**src/sv/ncc_jobq.sv**
```systemverilog
module ncc_jobq #(
    parameter int WIDTH = 12
) (
    input  logic             i_clk,
    input  logic             i_rst_n,
    input  logic             i_push,
    input  logic [WIDTH-1:0] i_data,
    input  logic             i_pop,
    output logic             o_full,
    output logic             o_empty,
    output logic [WIDTH-1:0] o_data
);

    logic [WIDTH-1:0] r_ent [2];
    logic             r_wp, r_rp;
    logic [1:0]       r_num;

    assign o_full  = (r_num == 2'd2);
    assign o_empty = (r_num == 2'd0);
    assign o_data  = r_ent[r_rp];

    always_ff @(posedge i_clk) begin
        if (i_push) begin
            r_ent[r_wp] <= i_data;
        end
    end

    always_ff @(posedge i_clk) begin
        if (!i_rst_n) begin
            r_wp  <= 1'b0;
            r_rp  <= 1'b0;
            r_num <= 2'd0;
        end else begin
            if (i_push) begin
                r_wp <= !r_wp;
            end
            if (i_pop) begin
                r_rp <= !r_rp;
            end
            r_num <= r_num + 2'(i_push) - 2'(i_pop);
        end
    end

endmodule

```
**config.mk**
```make
export PLATFORM = sky130hd
export DESIGN_NAME = ncc_jobq
export DESIGN_NICKNAME = d
export VERILOG_FILES = /design/src/sv/ncc_jobq.sv
export SDC_FILE = /design/constraint.sdc
export NUM_CORES = 1
export LEC_CHECK = 0
export BUFFER_PORTS_ARGS = -buffer_cell sky130_fd_sc_hd__buf_4
export CAP_MARGIN = 5
export CORE_UTILIZATION = 50
export CTS_BUF_LIST = sky130_fd_sc_hd__clkbuf_4 sky130_fd_sc_hd__clkbuf_8
export DETAILED_ROUTE_END_ITERATION = 8
export GPL_TIMING_DRIVEN = 0
export PLACE_DENSITY_LB_ADDON = 0.25
export SLEW_MARGIN = 25
export SYNTH_ARGS = -nofsm -noshare
export SYNTH_HDL_FRONTEND = slang
export SYNTH_SLANG_ARGS = --single-unit
```
**constraint.sdc**
```tcl
create_clock -name i_clk -period 1.7 [get_ports i_clk]
set_input_delay 0.34 -clock i_clk [delete_from_list [all_inputs] [get_ports i_clk]]
set_output_delay 0.34 -clock i_clk [all_outputs]
set_load 0.01 [all_outputs]
```
==> After elaboration in Yosys (flattened, before gate mapping) <==
Memories as Yosys holds them, arrays and structs flattened. A register that Yosys moved wholly into a read port is not among the register bits.
Index checks and enable logic that the tools add are counted.
{ "word_totals": {"reg_bits": 4, "ramBits": 24, "inputBits": 16, "output_inout_bits": 14, "elab_cells": 14, "mem_count": 1} }
{ "op_classes": {"add_sub_neg": 2, "eq_ne": 1, "n_mux": 4, "n_reduce_logical": 3} }
{ "memory_table": {"columns": ["name", "words", "width", "rd", "rd_ports_with_merged_regs", "wr", "line_no", "rtl"], "rows": [
  ["r_ent", 2, 12, 1, 1, 1, "14", "logic [WIDTH-1:0] r_ent [2];"]
]} }
{ "ops": {"columns": ["op", "count"], "rows": [
  ["1-bit two-way mux", 4],
  ["2-bit by 1-bit adder with 2-bit output", 1],
  ["2-bit equality test (second input constant)", 1],
  ["1-bit logical NOT", 2],
  ["2-bit logical NOT", 1],
  ["2-bit by 1-bit subtractor with 2-bit output", 1]
]} }

==> Longest topological paths before layout <==
{ "depth": {"depth_word": 3, "mapped_depth": 6, "mapped_depth_nobuf": 6} }

==> Least setup slack after synthesis <==
Ideal clock, no wire load.
{ "synth_timing": {"kind": "input to register", "startpoint": "input i_push", "endpoint": "memory r_ent[0][0] (enable)", "setup_time_ps": 383, "t_arrival_ps": 964, "required_ps": 1317, "slack_ps": 353, "cell_stages": 1, "path_buffers": 0, "path_cell_list": "nor2b_1"} }
{ "synth_via": {"elab_chain_len": 2} }
{ "synth_rtl": {"columns": ["item", "line_no", "rtl"], "rows": [
  ["from (decl)", "6", "input logic i_push,"],
  ["1-bit two-way mux", "23", "if (i_push) begin"],
  ["1-bit two-way mux (not written as such)", "24", "r_ent[r_wp] <= i_data;"],
  ["to (decl)", "14", null]
]} }
Every way passes these cells.

==> tab_implementation.tex <==
\begin{tabular}{lr}
\hline
Metric & Value \\
\hline
\multicolumn{2}{l}{\textbf{Outcome}} \\
Status & completed \\
\multicolumn{2}{l}{\textbf{Global route}} \\
Largest net degree at the start of global routing & 14 \\
Global-route usage over all layers & 14.4\% \\
Number of antenna violations at the first check in global routing & 0 \\
First-pass GRT wire length & 2320 um \\
Number of global-route vias before repair & 537 \\
Sum of overflow across all layers after global routing & 0 \\
\multicolumn{2}{l}{\textbf{Critical path}} \\
Capturing element type of the critical path & primary output \\
Critical path peak fanout & 10 \\
Arr. time, crit path & 1.30 ns \\
Worst path top cell family by delay & flip-flops \\
Worst path slowest cell & dfxtp\_4 \\
Startpoint types & flop \\
Buffers and inverters on the worst path & 2 \\
Required time of the worst setup path & 1.36 ns \\
Classification of the worst setup path & flop to primary output \\
CP Cell Sequence & buf\_8 -> mux2\_2 -> buf\_4 \\
Max stage delay on crit path & 0.37 ns \\
\multicolumn{2}{l}{\textbf{Clock tree}} \\
Post-CTS Setup Repair Bufs & 0 \\
Buffer depth of the longest clock path & 2 \\
Hold buffer count at CTS & 0 \\
Clock slew at the register clock pins of the worst setup and hold paths & 0.09 ns \\
Clock tree from TritonCTS & done \\
Inserted Clock Buffers & 5 \\
Number of H-tree branching levels & 2 \\
Number of clock sinks & 29 \\
Clock network latency to the later pin of the worst-skew pair & 0.32 ns \\
Root buf cell & clkbuf\_4 \\
\multicolumn{2}{l}{\textbf{Drt}} \\
Total wire length & 1530 um \\
Wire length per cell after detailed routing & 12.6 um \\
Number of vias after detailed routing & 585 \\
Pre-antenna DRT Iters & 4 \\
Drc violations & 0 \\
Antenna-violating nets left & 0 \\
Vias/cell & 4.80 \\
DR iter-0 viols & 3 \\
\multicolumn{2}{l}{\textbf{Timing}} \\
Slew at the pin with the worst max-slew slack & 0.639 ns \\
Maximum clock frequency & 0.610 GHz \\
Worst slew margin relative to its limit & 57.2\% \\
Hold Slack & 0.202 ns \\
Post-Route Setup TNS & 0 ns \\
Number of endpoints with negative hold slack in the final report & 0 \\
Setup repair after global routing missed its margin & true \\
Min cycle time layout & 1.64 ns \\
Max Transition Viols Final & 0 \\
Max Clock Skew & 0.00742 ns \\
Final setup violation count & 0 \\
Share of the clock period used by the worst path after layout & 96.4\% \\
\multicolumn{2}{l}{\textbf{Power and ir drop}} \\
Power density relative to cell area & 1050 mW/mm2 \\
Static Leak & 0.562 nW \\
Worst IR Drop VDD & 0.730 mV \\
\multicolumn{2}{l}{\textbf{Logic synthesis}} \\
Leading post-synthesis cells by instance count & edfxtp\_1, mux2\_2, dfxtp\_1 \\
Sequential area share after synthesis & 75.4\% \\
Yosys cell types & 12 \\
Primary flip-flop cell chosen by synthesis mapping & edfxtp\_1 \\
Fraction of registers with async set or reset after synthesis & 0\% \\
Warnings from Yosys & 0 \\
Cell accounting for the most synthesized area & edfxtp\_1 \\
Average cell area after synthesis & 18.8 um2 \\
Synth top area cells & edfxtp\_1, mux2\_2, dfxtp\_1 \\
Cells after synthesis & 58 \\
EDFF count, synth & 24 \\
Dominant cell by count in the synthesized netlist & edfxtp\_1 \\
Post-synthesis register bit count & 29 \\
Portion of synthesized cell area occupied by the leading cell type & 66.2\% \\
Nets in the synthesized netlist & 76 \\
Area of the mapped netlist & 0.00109 mm2 \\
\multicolumn{2}{l}{\textbf{Placement}} \\
Half-perimeter wire length of the detailed placement result & 1060 um \\
Global placer's final weighted congestion & 0.614 \\
Number of port buffers & 29 \\
Total instance count after detailed placement & 114 \\
\multicolumn{2}{l}{\textbf{Layout}} \\
Final Net Count & 112 \\
Layout overhead on the synthesized area & 29.9\% \\
Final standard cell count with taps included and fillers excluded & 122 \\
Antenna diode count & 0 \\
Fraction of layout instances using a drive strength above 1 & 53.7\% \\
\multicolumn{2}{l}{\textbf{Die}} \\
Core outline area & 0.00200 mm2 \\
Die H & 48.7 um \\
X dimension of the die & 48.7 um \\
Die ar. & 0.00237 mm2 \\
Standard-cell rows & 16 \\
Initial Utilization & 54.4\% \\
I/O pin total & 30 \\
\multicolumn{2}{l}{\textbf{Flow run}} \\
Maximum capacitance violations & 0 \\
\multicolumn{2}{l}{\textbf{Worst hold path}} \\
Class of the most critical hold timing path & input pin to flop \\
\hline
\end{tabular}
where the power goes:
group | internal [mW] | switching (mW) | leakage, nW
combinational | 0.147 | 0.0931 | 0.259
sequential | 0.819 | 0.0205 | 0.267
clock | 0.194 | 0.217 | 0.0357
total | 1.16 | 0.330 | 0.562
cell families after synthesis:
group,Yosys count,synth area share (%)
adder cells (fa/ha/maj),2,2.30
flip-flops,29,75.4
buffers and inverters,3,1.38
multiplexers,12,12.4
XOR/XNOR,2,2.87
AND/OR/NAND/NOR,9,4.94
AO/OA/AOI/OAI,1,0.690
layout by cell type, fill, tap and decap left out:
master	instances
and2_1	4
buf_4	29
buf_8	1
clkbuf_4	5
clkbuf_8	1
clkinv_1	1
clkinv_2	1
dfxtp_1	4
dfxtp_4	1
edfxtp_1	24
ha_1	2
inv_1	2
mux2_2	12
nor2_1	1
nor2b_1	3
nor2b_2	1
o21a_1	1
xnor3_1	1
xor2_1	1
per-stage QoR:
stage,instance area [um2],util (%),power (mW),setup WS [ns]
2_1_floorplan,1090,-,0.981,0.353
3_3_place_gp,1340,66.9,1.09,-0.0449
3_5_place_dp,1340,67.1,1.10,0.211
4_1_cts,1410,70.3,1.50,0.0334
5_1_grt,1410,70.6,1.56,-0.00305
6_report,1410,70.6,1.49,0.0616
worst reg2reg max path, stage by stage (launching register included):
cell,delay [ns]
dfxtp_1,0.36
inv_1,0.05
ha_1,0.26
inv_1,0.06
ha_1,0.14
xnor3_1,0.37
nor2b_1,0.10
per-layer routing:
layer	wire length, um	vias up	track usage (%)
li1	-	283	-
met1	616	276	15.3
met2	798	23	22.9
met3	99	3	5.97
met4	20	0	10.3
met5	0	-	0
registers in the layout (all words and copies together) (netlist names), named ones only:
name / count
r_ent: 24
r_wp: 1
r_num: 2
r_rp: 1
repair_timing:
action,CTS,global route
hold endpoints to repair,0,0
setup endpoints to repair,10,10
resized for setup,2,2
layout make-up:
| class | instances | area, um2 |
|---|---|---|
| fill | 143 | 588 |
| clock buffer | 6 | 51.3 |
| tap | 27 | 33.8 |
| buffer | 1 | 15.0 |
| timing repair buffer | 29 | 218 |
| inverter | 2 | 7.51 |
| multi-input combinational | 26 | 255 |
| sequential | 29 | 825 |
| clock inverter | 2 | 8.76 |
path summary, 6_finish.rpt:
| check | startpoint | to | slack, ns | cells after the start |
|---|---|---|---|---|
| worst max register to register | r_num[0] | r_num[1] | 0.29 | 6 |
| worst max-delay path | flop | o_data[9] | 0.06 | 3 |
| worst min register to register | r_rp | flop | 0.58 | 2 |
| worst min-delay path | i_data[2] | r_ent[0][2] | 0.20 | 1 |
(Power assumes the default switching activity.)
