**config.mk**
```make
export PLATFORM = sky130hd
export DESIGN_NAME = ncc_front
export DESIGN_NICKNAME = d
export VERILOG_FILES = /design/src/sv/ncc_pkg.sv /design/src/sv/ncc_front.sv
export SDC_FILE = /design/constraint.sdc
export NUM_CORES = 1
export LEC_CHECK = 0
export BUFFER_PORTS_ARGS = -buffer_cell sky130_fd_sc_hd__buf_2
export CORE_ASPECT_RATIO = 0.75
export CORE_MARGIN = 1
export CORE_UTILIZATION = 42
export CTS_CLUSTER_SIZE = 16
export DETAILED_ROUTE_END_ITERATION = 16
export HOLD_SLACK_MARGIN = 0.06
export MAX_ROUTING_LAYER = met4
export PLACE_DENSITY = 0.88
export SETUP_SLACK_MARGIN = 0.15
export SLEW_MARGIN = 25
export SYNTH_ARGS = -nofsm -noshare
export SYNTH_HDL_FRONTEND = slang
export SYNTH_SLANG_ARGS = --single-unit
```
**constraint.sdc**
```tcl
create_clock -name i_clk -period 2.9 [get_ports i_clk]
set_input_delay 0.29 -clock i_clk [delete_from_list [all_inputs] [get_ports i_clk]]
set_output_delay 0.29 -clock i_clk [all_outputs]
set_load 0.02 [all_outputs]
```
**src/sv/ncc_pkg.sv**
```systemverilog
package ncc_pkg;

    localparam int MAX_LEN_DEF   = 1024;
    localparam int FRAC_BITS_DEF = 15;

    localparam int SAMPLE_W  = 16;
    localparam int MAX_LAG_W = 10;
    localparam int LAG_W     = 11;
    localparam int CONF_W    = 16;

    localparam logic [MAX_LAG_W-1:0] MAX_LAG_RST = MAX_LAG_W'(30);

    typedef struct packed {
        logic                     overflow;
        logic [CONF_W-1:0]        confidence;
        logic signed [LAG_W-1:0]  best_lag;
    } t_res;

endpackage

```
**src/sv/ncc_front.sv**
```systemverilog
module ncc_front #(
    parameter int MAX_LEN = ncc_pkg::MAX_LEN_DEF
) (
    input  logic                                i_clk,
    input  logic                                i_rst_n,
    input  logic                                i_valid,
    output logic                                o_ready,
    input  logic [ncc_pkg::SAMPLE_W-1:0]        i_first,
    input  logic [ncc_pkg::SAMPLE_W-1:0]        i_second,
    input  logic                                i_last,
    input  logic                                i_q_full,
    input  logic                                i_release,
    output logic                                o_push,
    output logic [$clog2(MAX_LEN+1)-1:0]        o_len,
    output logic                                o_ovf,
    output logic                                o_we,
    output logic [$clog2(MAX_LEN)-1:0]          o_waddr,
    output logic [2*ncc_pkg::SAMPLE_W-1:0]      o_wdata
);

    localparam int LW = $clog2(MAX_LEN+1);
    localparam int AW = $clog2(MAX_LEN);

    logic [LW-1:0] r_cnt, n_cnt;
    logic          r_ovf, n_ovf;
    logic          r_hold, n_hold;
    logic          acc, full;

    assign o_ready = !r_hold && !i_q_full;
    assign acc     = i_valid && o_ready;
    assign full    = (r_cnt == LW'(MAX_LEN));

    assign o_we    = acc && !full;
    assign o_waddr = r_cnt[AW-1:0];
    assign o_wdata = {i_second, i_first};
    assign o_push  = acc && i_last;
    assign o_len   = full ? r_cnt : r_cnt + LW'(1);
    assign o_ovf   = r_ovf || full;

    always_comb begin
        n_cnt  = r_cnt;
        n_ovf  = r_ovf;
        n_hold = r_hold;
        if (i_release) begin
            n_hold = 1'b0;
        end
        if (acc) begin
            if (full) begin
                n_ovf = 1'b1;
            end else begin
                n_cnt = r_cnt + LW'(1);
            end
            // hold the store until the search is done with it
            if (i_last) begin
                n_cnt  = '0;
                n_ovf  = 1'b0;
                n_hold = 1'b1;
            end
        end
    end

    always_ff @(posedge i_clk) begin
        if (!i_rst_n) begin
            r_cnt  <= '0;
            r_ovf  <= 1'b0;
            r_hold <= 1'b0;
        end else begin
            r_cnt  <= n_cnt;
            r_ovf  <= n_ovf;
            r_hold <= n_hold;
        end
    end

endmodule

```
==> After elaboration in Yosys (flattened, before gate mapping) <==
Cells that the tools add are included.
{ "totals": {"inputBits": 38, "out_inout_bits": 57, "ff_bits": 13} }
{ "classes": {"eq_ne": 1, "reduce_logical": 10, "add_sub_neg": 1, "n_mux": 7} }
{ "ops": {"columns": ["operator", "count"], "rows": [
  ["$mux W11", 2],
  ["$add A11 B1 Y11 const B", 1],
  ["$eq A11 B11 Y1 const B", 1],
  ["$mux W1", 5],
  ["$logic_and A1 B1 Y1", 4],
  ["$logic_not A1 Y1", 3],
  ["$reduce_and A2 Y1", 1],
  ["$reduce_bool A2 Y1", 1],
  ["$logic_or A1 B1 Y1", 1]
]} }

==> Depth between registers and ports, before layout <==
Gate-level depths: netlist of the first run.
{ "depth": {"ltp_word": 4, "depth_mapped": 7, "depth_no_buf": 5} }

==> Worst setup path before layout of the first run <==
No wires, ideal clock.
{ "synth_path": {"kind": "reg-to-output", "from": "reg r_cnt[6]", "to": "out o_len[1]", "path_buffers": 2, "t_arrival_ns": 1.459, "slack_ns": 1.151, "path_stages_with_launch": 6, "required_time_ns": 2.610, "cell_sequence": "dfxtp_1 > buf_2 > nor4_1 > and4b_1 > buf_2 > mux2_2"} }
{ "synth_via": {"elab_chain_cells": 2} }
{ "synth_rtl": {"columns": ["item", "line", "source"], "rows": [
  ["start: declaration", "ncc_front.sv:24", "logic [LW-1:0] r_cnt, n_cnt;"],
  ["start signal: assignment", "ncc_front.sv:68", "r_cnt <= n_cnt;"],
  ["$eq A11 B11 Y1", "ncc_front.sv:31", "assign full = (r_cnt == LW'(MAX_LEN));"],
  ["$mux W11", null, null],
  ["end: declaration", "ncc_front.sv:14", "output logic [$clog2(MAX_LEN+1)-1:0] o_len,"]
]} }
Every way passes these cells.

==> Final worst setup path of the first run <==
Same ends and word-level chain as after synthesis.

==> results of run 1 <==
## final cells by class
| class | count | area [sq um] |
|---|---|---|
| Timing Repair Buffer | 30 | 150.1 |
| Fill cell | 285 | 1577 |
| Inverter | 5 | 18.77 |
| Sequential cell | 13 | 260.3 |
| Multi-Input combinational cell | 84 | 526.8 |
| Tap cell | 36 | 45.04 |
| Clock buffer | 4 | 45.04 |
## through the flow
stage	setup WS [ns]	std cells	hold WS [ns]
2_1_floorplan	1.151	151	0.4590
3_3_place_gp	0.9849	168	0.4883
3_5_place_dp	0.9209	168	0.4975
4_1_cts	0.6490	172	0.2999
5_1_grt	0.5368	172	0.3186
6_report	0.6470	172	0.2962
## per-layer routing
| metal | GRT usage | part of all wire | vias to the layer above |
|---|---|---|---|
| met2 | 0.2326 | 0.41 | 45 |
| met5 | - | 0 | - |
| met1 | 0.2103 | 0.49 | 420 |
| met4 | 0.06047 | 0.0055 | 0 |
| met3 | 0.05238 | 0.088 | 4 |
| li1 | - | - | 443 |
## cells by family after synthesis
family	after synthesis	share of synthesized area
multiplexers	1	0.009719
buffers and inverters	54	0.3207
XOR/XNOR	9	0.06804
AND/OR/NAND/NOR	48	0.2354
AO/OA/AOI/OAI	24	0.1199
flip-flops	13	0.2246
adder cells (fa/ha/maj)	2	0.02159
## power by group through the flow
stage          logic [W]  registers, W  clock network [W]
3_3_place_gp   0.0000338      0.000186                  0
3_5_place_dp   0.0000342      0.000187                  0
2_1_floorplan  0.0000896      0.000185                  0
4_1_cts        0.0000344      0.000183           0.000170
5_1_grt        0.0000379      0.000183           0.000180
6_report       0.0000340      0.000183           0.000170
## worst min-delay path by stage
stage               startpoint  endpoint  slack (ns)
finish               i_release    r_hold        0.30
global placement         r_ovf     r_ovf        0.49
detailed placement      r_hold    r_hold        0.50
floorplan              i_rst_n  r_cnt[8]        0.46
global route         i_release    r_hold        0.32
CTS                  i_release    r_hold        0.30
## state kept, by name (all words and copies together) (netlist names)
signal  flops
r_cnt      11
r_hold      1
r_ovf       1
## placed cells by master (no fill, tap or decap), drive strengths merged
cell     n
a22oi    2
nand3    8
xnor2    7
and3     3
and4b    1
or3b     1
buf     30
nor4b    1
nand2b   2
ha       2
o211ai   1
or3      5
nor3b    1
a41oi    1
inv      5
or2b     1
nand2    9
mux2     1
or2      1
nand3b   1
and2     1
a31oi    6
nor4     1
o21ai    5
clkbuf   4
a21oi    9
or4      3
nor3     1
nor2     8
dfxtp   13
xor2     2
## worst max-delay path: stages (launching register included)
cell,delay [ns]
dfxtp_1,0.39
nor4_1,0.34
and4b_1,0.46
mux2_2,0.38
buf_2,0.16
==> flow_summary.yaml, run 1 <==
status:
  status: "complete, no violations"
global_routing:
  antenna_found_initial: 0
  grt_start_max_net_pins: 15
  gr-usage-all-layers: 0.1611
  grt_pass1_wl_mm: 3.525
  grt_pass1_vias: 760
  grt_overflow: 0
routing:
  wirelength_mm: 2.173
  routed_via_density: 5.302
  wire_per_inst_microns: 12.63
  antenna_left: 0
  first_pass_iters: 4
  drc: 0
  via_count: 912
  drtIter0Drc: 24
power_and_ir_drop:
  intPower_w: 0.0002887
  power.share.clock: 0.440
  power.density_mw_per_mm2: 369.9
  switching_share: 0.2539
  power.total_w: 0.0003869
  peakVddDrop_mv: 0.2883
  p_switching_w: 0.00009823
  combPwrFrac: 0.088
  leakage_nw: 0.4738
  seqPwrFrac: 0.472
yosys:
  synth_top_area_frac: 0.2721
  ys_seq_area_frac: 0.2246
  synthCells: 151
  yosysUniqueCellTypes: 35
  syn_area_sq_mm: 0.001159
  syn_nets: 191
  synth_edf_count: 0
  yosysWarnings: 0
  synthMostInstantiatedCell: "buf_4"
  synth_ff_type: "dfxtp_1"
  ys_top_cells_by_area: "buf_4, dfxtp_1, xnor2_1"
  ys_async_sr_fraction: 0
  postSynthAreaPerCell_sq_um: 7.673
  ys_ff_latch: 13
  synth_common_cells: "buf_4, dfxtp_1, a21oi_1"
  synth_largest_area_cell: "buf_4"
sta:
  fmax_mhz: 443.9
  min_period_ns: 2.253
  clock_skew_ns: 0.001962
  relSlewSlack: 0.7209
  worst_slew_pin_slew_ns: 0.4181
  hold_viol_final: 0
  period_share: 0.7769
  finalMaxSlewViolations: 0
  rsz0062_at_grt: "no"
  fin_tns_setup_ns: 0
  setup_violations: 0
cts:
  cts_tree: "built"
  clkTransAtPathRegs_ns: 0.06
  ctsHoldBuffers: 0
  clockBufferDepth: 2
  cts_htree_levels: 1
  clk_latency_ns: 0.25
  clock_sinks: 13
  cts-root-buf: "clkbuf_8"
  numCtsBuffers: 3
  postCtsResizedCells: 0
  cts_setup_buffers: 0
place:
  placed_area_sq_mm: 0.001001
  place.gp.congestion: 0.8096
  hpwlAfterDp_mm: 1.631
  port_buffers: 30
worst_setup_path:
  worstSetupPathType: "reg -> out"
  worstPathMaxFanout: 11
  endpoint_kind: "primary output"
  start_kind: "flip-flop"
  reg2reg_to: "r_cnt[2]"
  startpoint: "r_cnt[6]"
  rrSetupSlack_ns: 1.07
  endpoint: "o_len[1]"
  ff2ff_path_depth: 5
  crit-reg2reg-launch: "r_cnt[0]"
  critPathArrivalTime_ns: 1.96
  worstPathRequired_ns: 2.61
layout:
  utilization: 0.3989
  areaGrowthSynthToFinish_pct: -9.719
  layout.nets: 177
  layout-drive-gt1-share: 0.2868
  antenna_cells: 0
  final_area_sq_mm: 0.001046
floorplan:
  start_util: 0.4418
  dieWidth_microns: 62.65
  dieArea_sq_mm: 0.002975
  rows: 16
  core_area_sq_mm: 0.002623
  num_io_pins: 95
  dieHeight_microns: 47.49
flow_run:
  maxCapViolCount: 0
worst_hold_path:
  hp-class: "in -> reg"
  hold_depth: 3
(Power assumes the default switching activity.)
==> inputs of run 2 (changes only) <==
--- a/config.mk
+++ b/config.mk
@@ -8,12 +8,12 @@
 export BUFFER_PORTS_ARGS = -buffer_cell sky130_fd_sc_hd__buf_2
 export CORE_ASPECT_RATIO = 0.75
 export CORE_MARGIN = 1
-export CORE_UTILIZATION = 42
+export CORE_UTILIZATION = 35
 export CTS_CLUSTER_SIZE = 16
 export DETAILED_ROUTE_END_ITERATION = 16
 export HOLD_SLACK_MARGIN = 0.06
 export MAX_ROUTING_LAYER = met4
-export PLACE_DENSITY = 0.88
+export PLACE_DENSITY = 0.78
 export SETUP_SLACK_MARGIN = 0.15
 export SLEW_MARGIN = 25
 export SYNTH_ARGS = -nofsm -noshare
==> constraint.sdc (replaced) <==
create_clock -name i_clk -period 1.95 [get_ports i_clk]
set_input_delay 0.195 -clock i_clk [delete_from_list [all_inputs] [get_ports i_clk]]
set_output_delay 0.195 -clock i_clk [all_outputs]
set_load 0.02 [all_outputs]
==> run 2 against run 1 <==
Combinational power is 79% higher. Non-clock buffer count is 13 higher. Die area is 19% higher. Count of clock-buffer cells in the layout stayed put. Global-route usage is 0.74 points lower. Final cell count is 8.7% higher. Sequential power is 46% higher. Routed wire length is 19% higher. Core utilization is 0.84 points higher. Final area is 18% higher. Clock skew is 0.0024 ns higher.
==> flow_summary.yaml, run 2 (synthesis gave the netlist of run 1 again) <==
worst_hold_path:
  hold_depth: 3
  hp-class: "in -> reg"
  holdCritStartpoint: "i_release"
floorplan:
  dieArea_sq_mm: 0.003547
  num_io_pins: 95
  rows: 17
  dieWidth_microns: 68.44
  dieHeight_microns: 51.83
  core_area_sq_mm: 0.003042
  start_util: 0.3809
routing:
  wire_per_inst_microns: 13.82
  via_count: 953
  drtIter0Drc: 59
  antenna_left: 0
  routed_via_density: 5.096
  first_pass_iters: 4
  wirelength_mm: 2.585
  drc: 0
worst_setup_path:
  endpoint_kind: "primary output"
  critPathSlowestCell: "dfxtp_4"
  ff2ff_path_depth: 5
  worstPathRequired_ns: 1.75
  startpoint: "r_cnt[3]"
  crit-reg2reg-launch: "r_cnt[4]"
  crit_path_cell_trace: "nor4b_4, and4b_2, mux2_4, buf_6"
  critPathArrivalTime_ns: 1.69
  timing.critical_path.slowest_cell_delay_ns: 0.36
  worstPathMaxFanout: 4
  worstSetupPathType: "reg -> out"
  start_kind: "flip-flop"
power_and_ir_drop:
  power.density_mw_per_mm2: 466.0
  peakVddDrop_mv: 0.2762
  leakage_nw: 0.5601
sta:
  min_period_ns: 1.881
  fmax_mhz: 531.7
  fin_tns_setup_ns: 0
  clock_skew_ns: 0.004395
  setup_violations: 0
  finalMaxSlewViolations: 0
  hold_viol_final: 0
  worst_slew_pin_slew_ns: 0.4301
  rsz0062_at_grt: "yes"
  relSlewSlack: 0.7129
  period_share: 0.9644
global_routing:
  grt_pass1_vias: 823
  antenna_found_initial: 0
  grt_overflow: 0
  gr-usage-all-layers: 0.1537
  grt_start_max_net_pins: 15
  grt_pass1_wl_mm: 3.877
cts:
  clk_latency_ns: 0.25
  ctsHoldBuffers: 0
  clkTransAtPathRegs_ns: 0.06
  cts-root-buf: "clkbuf_8"
  clockBufferDepth: 2
  numCtsBuffers: 3
  cts_tree: "built"
  cts_htree_levels: 1
  clock_sinks: 13
layout:
  antenna_cells: 0
  final_cell_mix: "buf_2, buf_4, a21oi_1, dfxtp_1"
  final_common_cell: "buf_2"
  layout-drive-gt1-share: 0.4362
  regMostFlops: "r_cnt"
  fillers: 314
  largest_reg_flops: 11
  seqCellArea_sq_um: 270.3
  utilization: 0.4072
  multi_input_area_sq_um: 585.6
  areaGrowthSynthToFinish_pct: 6.912
  layout.nets: 190
  reg_top3: "r_cnt: 11 flops, r_hold: 1 flops, r_ovf: 1 flops"
place:
  port_buffers: 30
  hpwlAfterDp_mm: 1.770
  place.gp.congestion: 0.7783
flow_run:
  maxCapViolCount: 0
status:
  status: "complete, no violations"
==> run 2: through the flow <==
step	area [sq um]	power, W	instances	hold WS, ns	setup WS [ns]
final	1239	0.0005773	187	0.2156	0.06935
after global routing	1239	0.0006021	187	0.2457	0.02115
after CTS	1165	0.0005765	185	0.2149	0.08203
after detailed placement	1064	0.0003303	178	0.3901	0.2149
after global placement	1064	0.0003295	178	0.3901	0.2452
after floorplan	1159	0.0004081	151	0.3640	0.2961
==> run 2: critical path: cells and delay by family, from the launching register on <==
family / cells / cell delay [ns]
DFF: 1 / 0.36
muxes: 1 / 0.32
and+or+nand+nor: 2 / 0.62
buffers and inverters: 1 / 0.13
==> run 2: cell type report <==
class | count | share of cell area
multi-input cells | 84 | 0.4727
repair buffers | 43 | 0.2192
flip-flops and latches | 13 | 0.2182
well taps | 38 | 0.03838
clock buffers | 4 | 0.03636
inverters | 5 | 0.01515
==> run 2: what timing repair did <==
action,CTS,global route
gates resized for setup,13,14
pin swaps,1,4
gates cloned,0,0
endpoints found under the setup margin,6,9
setup buffers,3,2
==> run 2: final timing paths <==
path	endpoint	slack (ns)
min	r_hold	0.22
min reg2reg	r_hold	0.51
max reg2reg	r_cnt[2]	0.29
max	o_len[1]	0.07
==> run 2: layer usage <==
| metal | GRT usage | routed length [microns] |
|---|---|---|
| met1 | 0.2003 | 1218 |
| met5 | - | 0 |
| met4 | 0.02431 | 11 |
| met2 | 0.2206 | 1155 |
| met3 | 0.06798 | 200 |
==> run 2: power by group <==
part	internal, W	switching, W	leakage [nW]
Sequential	0.000266	0.00000173	0.107
Clock	0.000145	0.000104	0.0228
Combinational	0.0000227	0.0000382	0.430
Total	0.000433	0.000144	0.560
==> inputs of run 3 (changes only) <==
--- a/config.mk
+++ b/config.mk
@@ -13,7 +13,7 @@
 export DETAILED_ROUTE_END_ITERATION = 16
 export HOLD_SLACK_MARGIN = 0.06
 export MAX_ROUTING_LAYER = met4
-export PLACE_DENSITY = 0.78
+export PLACE_DENSITY = 0.76
 export SETUP_SLACK_MARGIN = 0.15
 export SLEW_MARGIN = 25
 export SYNTH_ARGS = -nofsm -noshare
==> constraint.sdc (replaced) <==
create_clock -name i_clk -period 2.4 [get_ports i_clk]
set_input_delay 0.24 -clock i_clk [delete_from_list [all_inputs] [get_ports i_clk]]
set_output_delay 0.24 -clock i_clk [all_outputs]
set_load 0.01 [all_outputs]
==> run 3 against run 2 <==
Setup slack better by 0.26 ns. Sequential share of layout area up 3.0 points. Worst hold slack better by 0.031 ns. Clock power down 17%. Final cell count down 7.0%. Via count down 6.7%. Final area down 15%. Sequential power down 17%. Die area unchanged.
==> flow_summary.yaml, run 3 (synthesis gave the netlist of run 1 again) <==
status:
  status: "complete, no violations"
worst_setup_path:
  crit-reg2reg-launch: "r_cnt[0]"
  worstSetupPathType: "reg -> out"
  endpoint: "o_len[8]"
  reg2reg_to: "r_cnt[2]"
  critPathArrivalTime_ns: 1.83
  endpoint_kind: "primary output"
  crit_path_cell_trace: "ha_1, and2_2, nand2_4, nor2_1, xor2_1, buf_2"
  startpoint: "r_cnt[0]"
  worstPathMaxFanout: 11
  rrSetupSlack_ns: 0.54
  ff2ff_path_depth: 5
  timing.critical_path.slowest_cell_delay_ns: 0.54
  start_kind: "flip-flop"
  worstPathRequired_ns: 2.16
  critPathSlowestCell: "dfxtp_1"
place:
  port_buffers: 30
  place.gp.congestion: 0.8008
  placed_area_sq_mm: 0.001003
  hpwlAfterDp_mm: 1.676
power_and_ir_drop:
  power.total_w: 0.0004635
  peakVddDrop_mv: 0.2814
  power.density_mw_per_mm2: 441.5
  leakage_nw: 0.4732
routing:
  first_pass_iters: 5
  wirelength_mm: 2.236
  via_count: 889
  wire_per_inst_microns: 12.85
  antenna_left: 0
  routed_via_density: 5.109
  drc: 0
  drtIter0Drc: 30
floorplan:
  dieArea_sq_mm: 0.003547
  start_util: 0.3809
  core_area_sq_mm: 0.003042
  dieHeight_microns: 51.83
  rows: 17
  num_io_pins: 95
  dieWidth_microns: 68.44
sta:
  fin_tns_setup_ns: 0
  setup_violations: 0
  rsz0062_at_grt: "no"
  fmax_mhz: 482.2
  clock_skew_ns: 0.004426
  worst_slew_pin_slew_ns: 0.4232
  period_share: 0.8641
  finalMaxSlewViolations: 0
  hold_viol_final: 0
  min_period_ns: 2.074
  relSlewSlack: 0.7176
layout:
  final_area_sq_mm: 0.001050
  antenna_cells: 0
  largest_reg_flops: 11
  areaGrowthSynthToFinish_pct: -9.395
  final_common_cell: "buf_2"
  layout-drive-gt1-share: 0.2941
  layout.nets: 177
  final_cell_mix: "buf_2, dfxtp_1, a21oi_1"
  regMostFlops: "r_cnt"
  reg_top3: "r_cnt: 11 flops, r_hold: 1 flops, r_ovf: 1 flops"
  utilization: 0.3451
cts:
  cts-root-buf: "clkbuf_8"
  cts_tree: "built"
  clock_sinks: 13
  cts_htree_levels: 1
  clkTransAtPathRegs_ns: 0.06
  clockBufferDepth: 2
  numCtsBuffers: 3
  clk_latency_ns: 0.25
worst_hold_path:
  hp-class: "in -> reg"
  holdCritStartpoint: "i_release"
global_routing:
  gr-usage-all-layers: 0.1472
  grt_start_max_net_pins: 15
  grt_overflow: 0
  grt_pass1_wl_mm: 3.726
  grt_pass1_vias: 785
  antenna_found_initial: 0
flow_run:
  maxCapViolCount: 0
[run 3: changes by cell type in the layout (fill, tap and decap cells not counted), moves of 3 or more]
cell / before / now
buf_2: 25 / 30
buf_4: 15 / 0
buf_6: 3 / 0
dfxtp_1: 9 / 13
[run 3: worst min-delay path by stage]
stage / end / slack (ns) / cells past startpoint
2_1_floorplan: r_cnt[8] / 0.41 / 2
3_3_place_gp: o_wdata[11] / 0.48 / 0
3_5_place_dp: o_wdata[11] / 0.48 / 0
4_1_cts: r_hold / 0.24 / 3
5_1_grt: r_hold / 0.28 / 3
6_report: r_hold / 0.25 / 3
[run 3: stage by stage]
stage | instances | hold WS [ns] | worst slack, ns
4_1_cts | 174 | 0.2394 | 0.2675
2_1_floorplan | 151 | 0.4090 | 0.7313
3_3_place_gp | 170 | 0.4801 | 0.5704
5_1_grt | 174 | 0.2826 | 0.1876
6_report | 174 | 0.2465 | 0.3261
3_5_place_dp | 170 | 0.4801 | 0.5439
[run 3: timing repair]
action	CTS	global route
gates resized for setup	0	1
buffers inserted	0	0
setup endpoints to repair	0	1
hold endpoints to repair	0	0
hold buffers	0	0
[run 3: worst max-delay path, delay by kind of cell, from the launching register on]
| kind | cells | cell delay (ns) |
|---|---|---|
| adder cells (fa/ha/maj) | 1 | 0.29 |
| flip-flops | 1 | 0.54 |
| buffers and inverters | 1 | 0.14 |
| XOR/XNOR | 1 | 0.16 |
| AND/OR/NAND/NOR | 3 | 0.45 |
[run 3: report_power, final]
part | switching (W) | total, W | internal, W
clock | 0.0000884 | 0.000206 | 0.000118
combinational | 0.0000227 | 0.0000365 | 0.0000138
sequential | 0.00000338 | 0.000221 | 0.000217
[run 3: cell type report]
cell class | instances | area, sq um
fillers | 341 | 1992
multi-input cells | 84 | 528.0
flip-flops and latches | 13 | 260.3
repair buffers | 30 | 150.1
well taps | 38 | 47.55
clock buffers | 4 | 45.04
inverters | 5 | 18.77
[run 3: per-layer routing]
layer  GRT usage  vias up  wire length, microns
li1            -      444                     -
met1      0.1915      406                  1120
met2      0.1993       34                   907
met3     0.06798        5                   181
met4     0.04514        0                    27
met5           -        -                     0
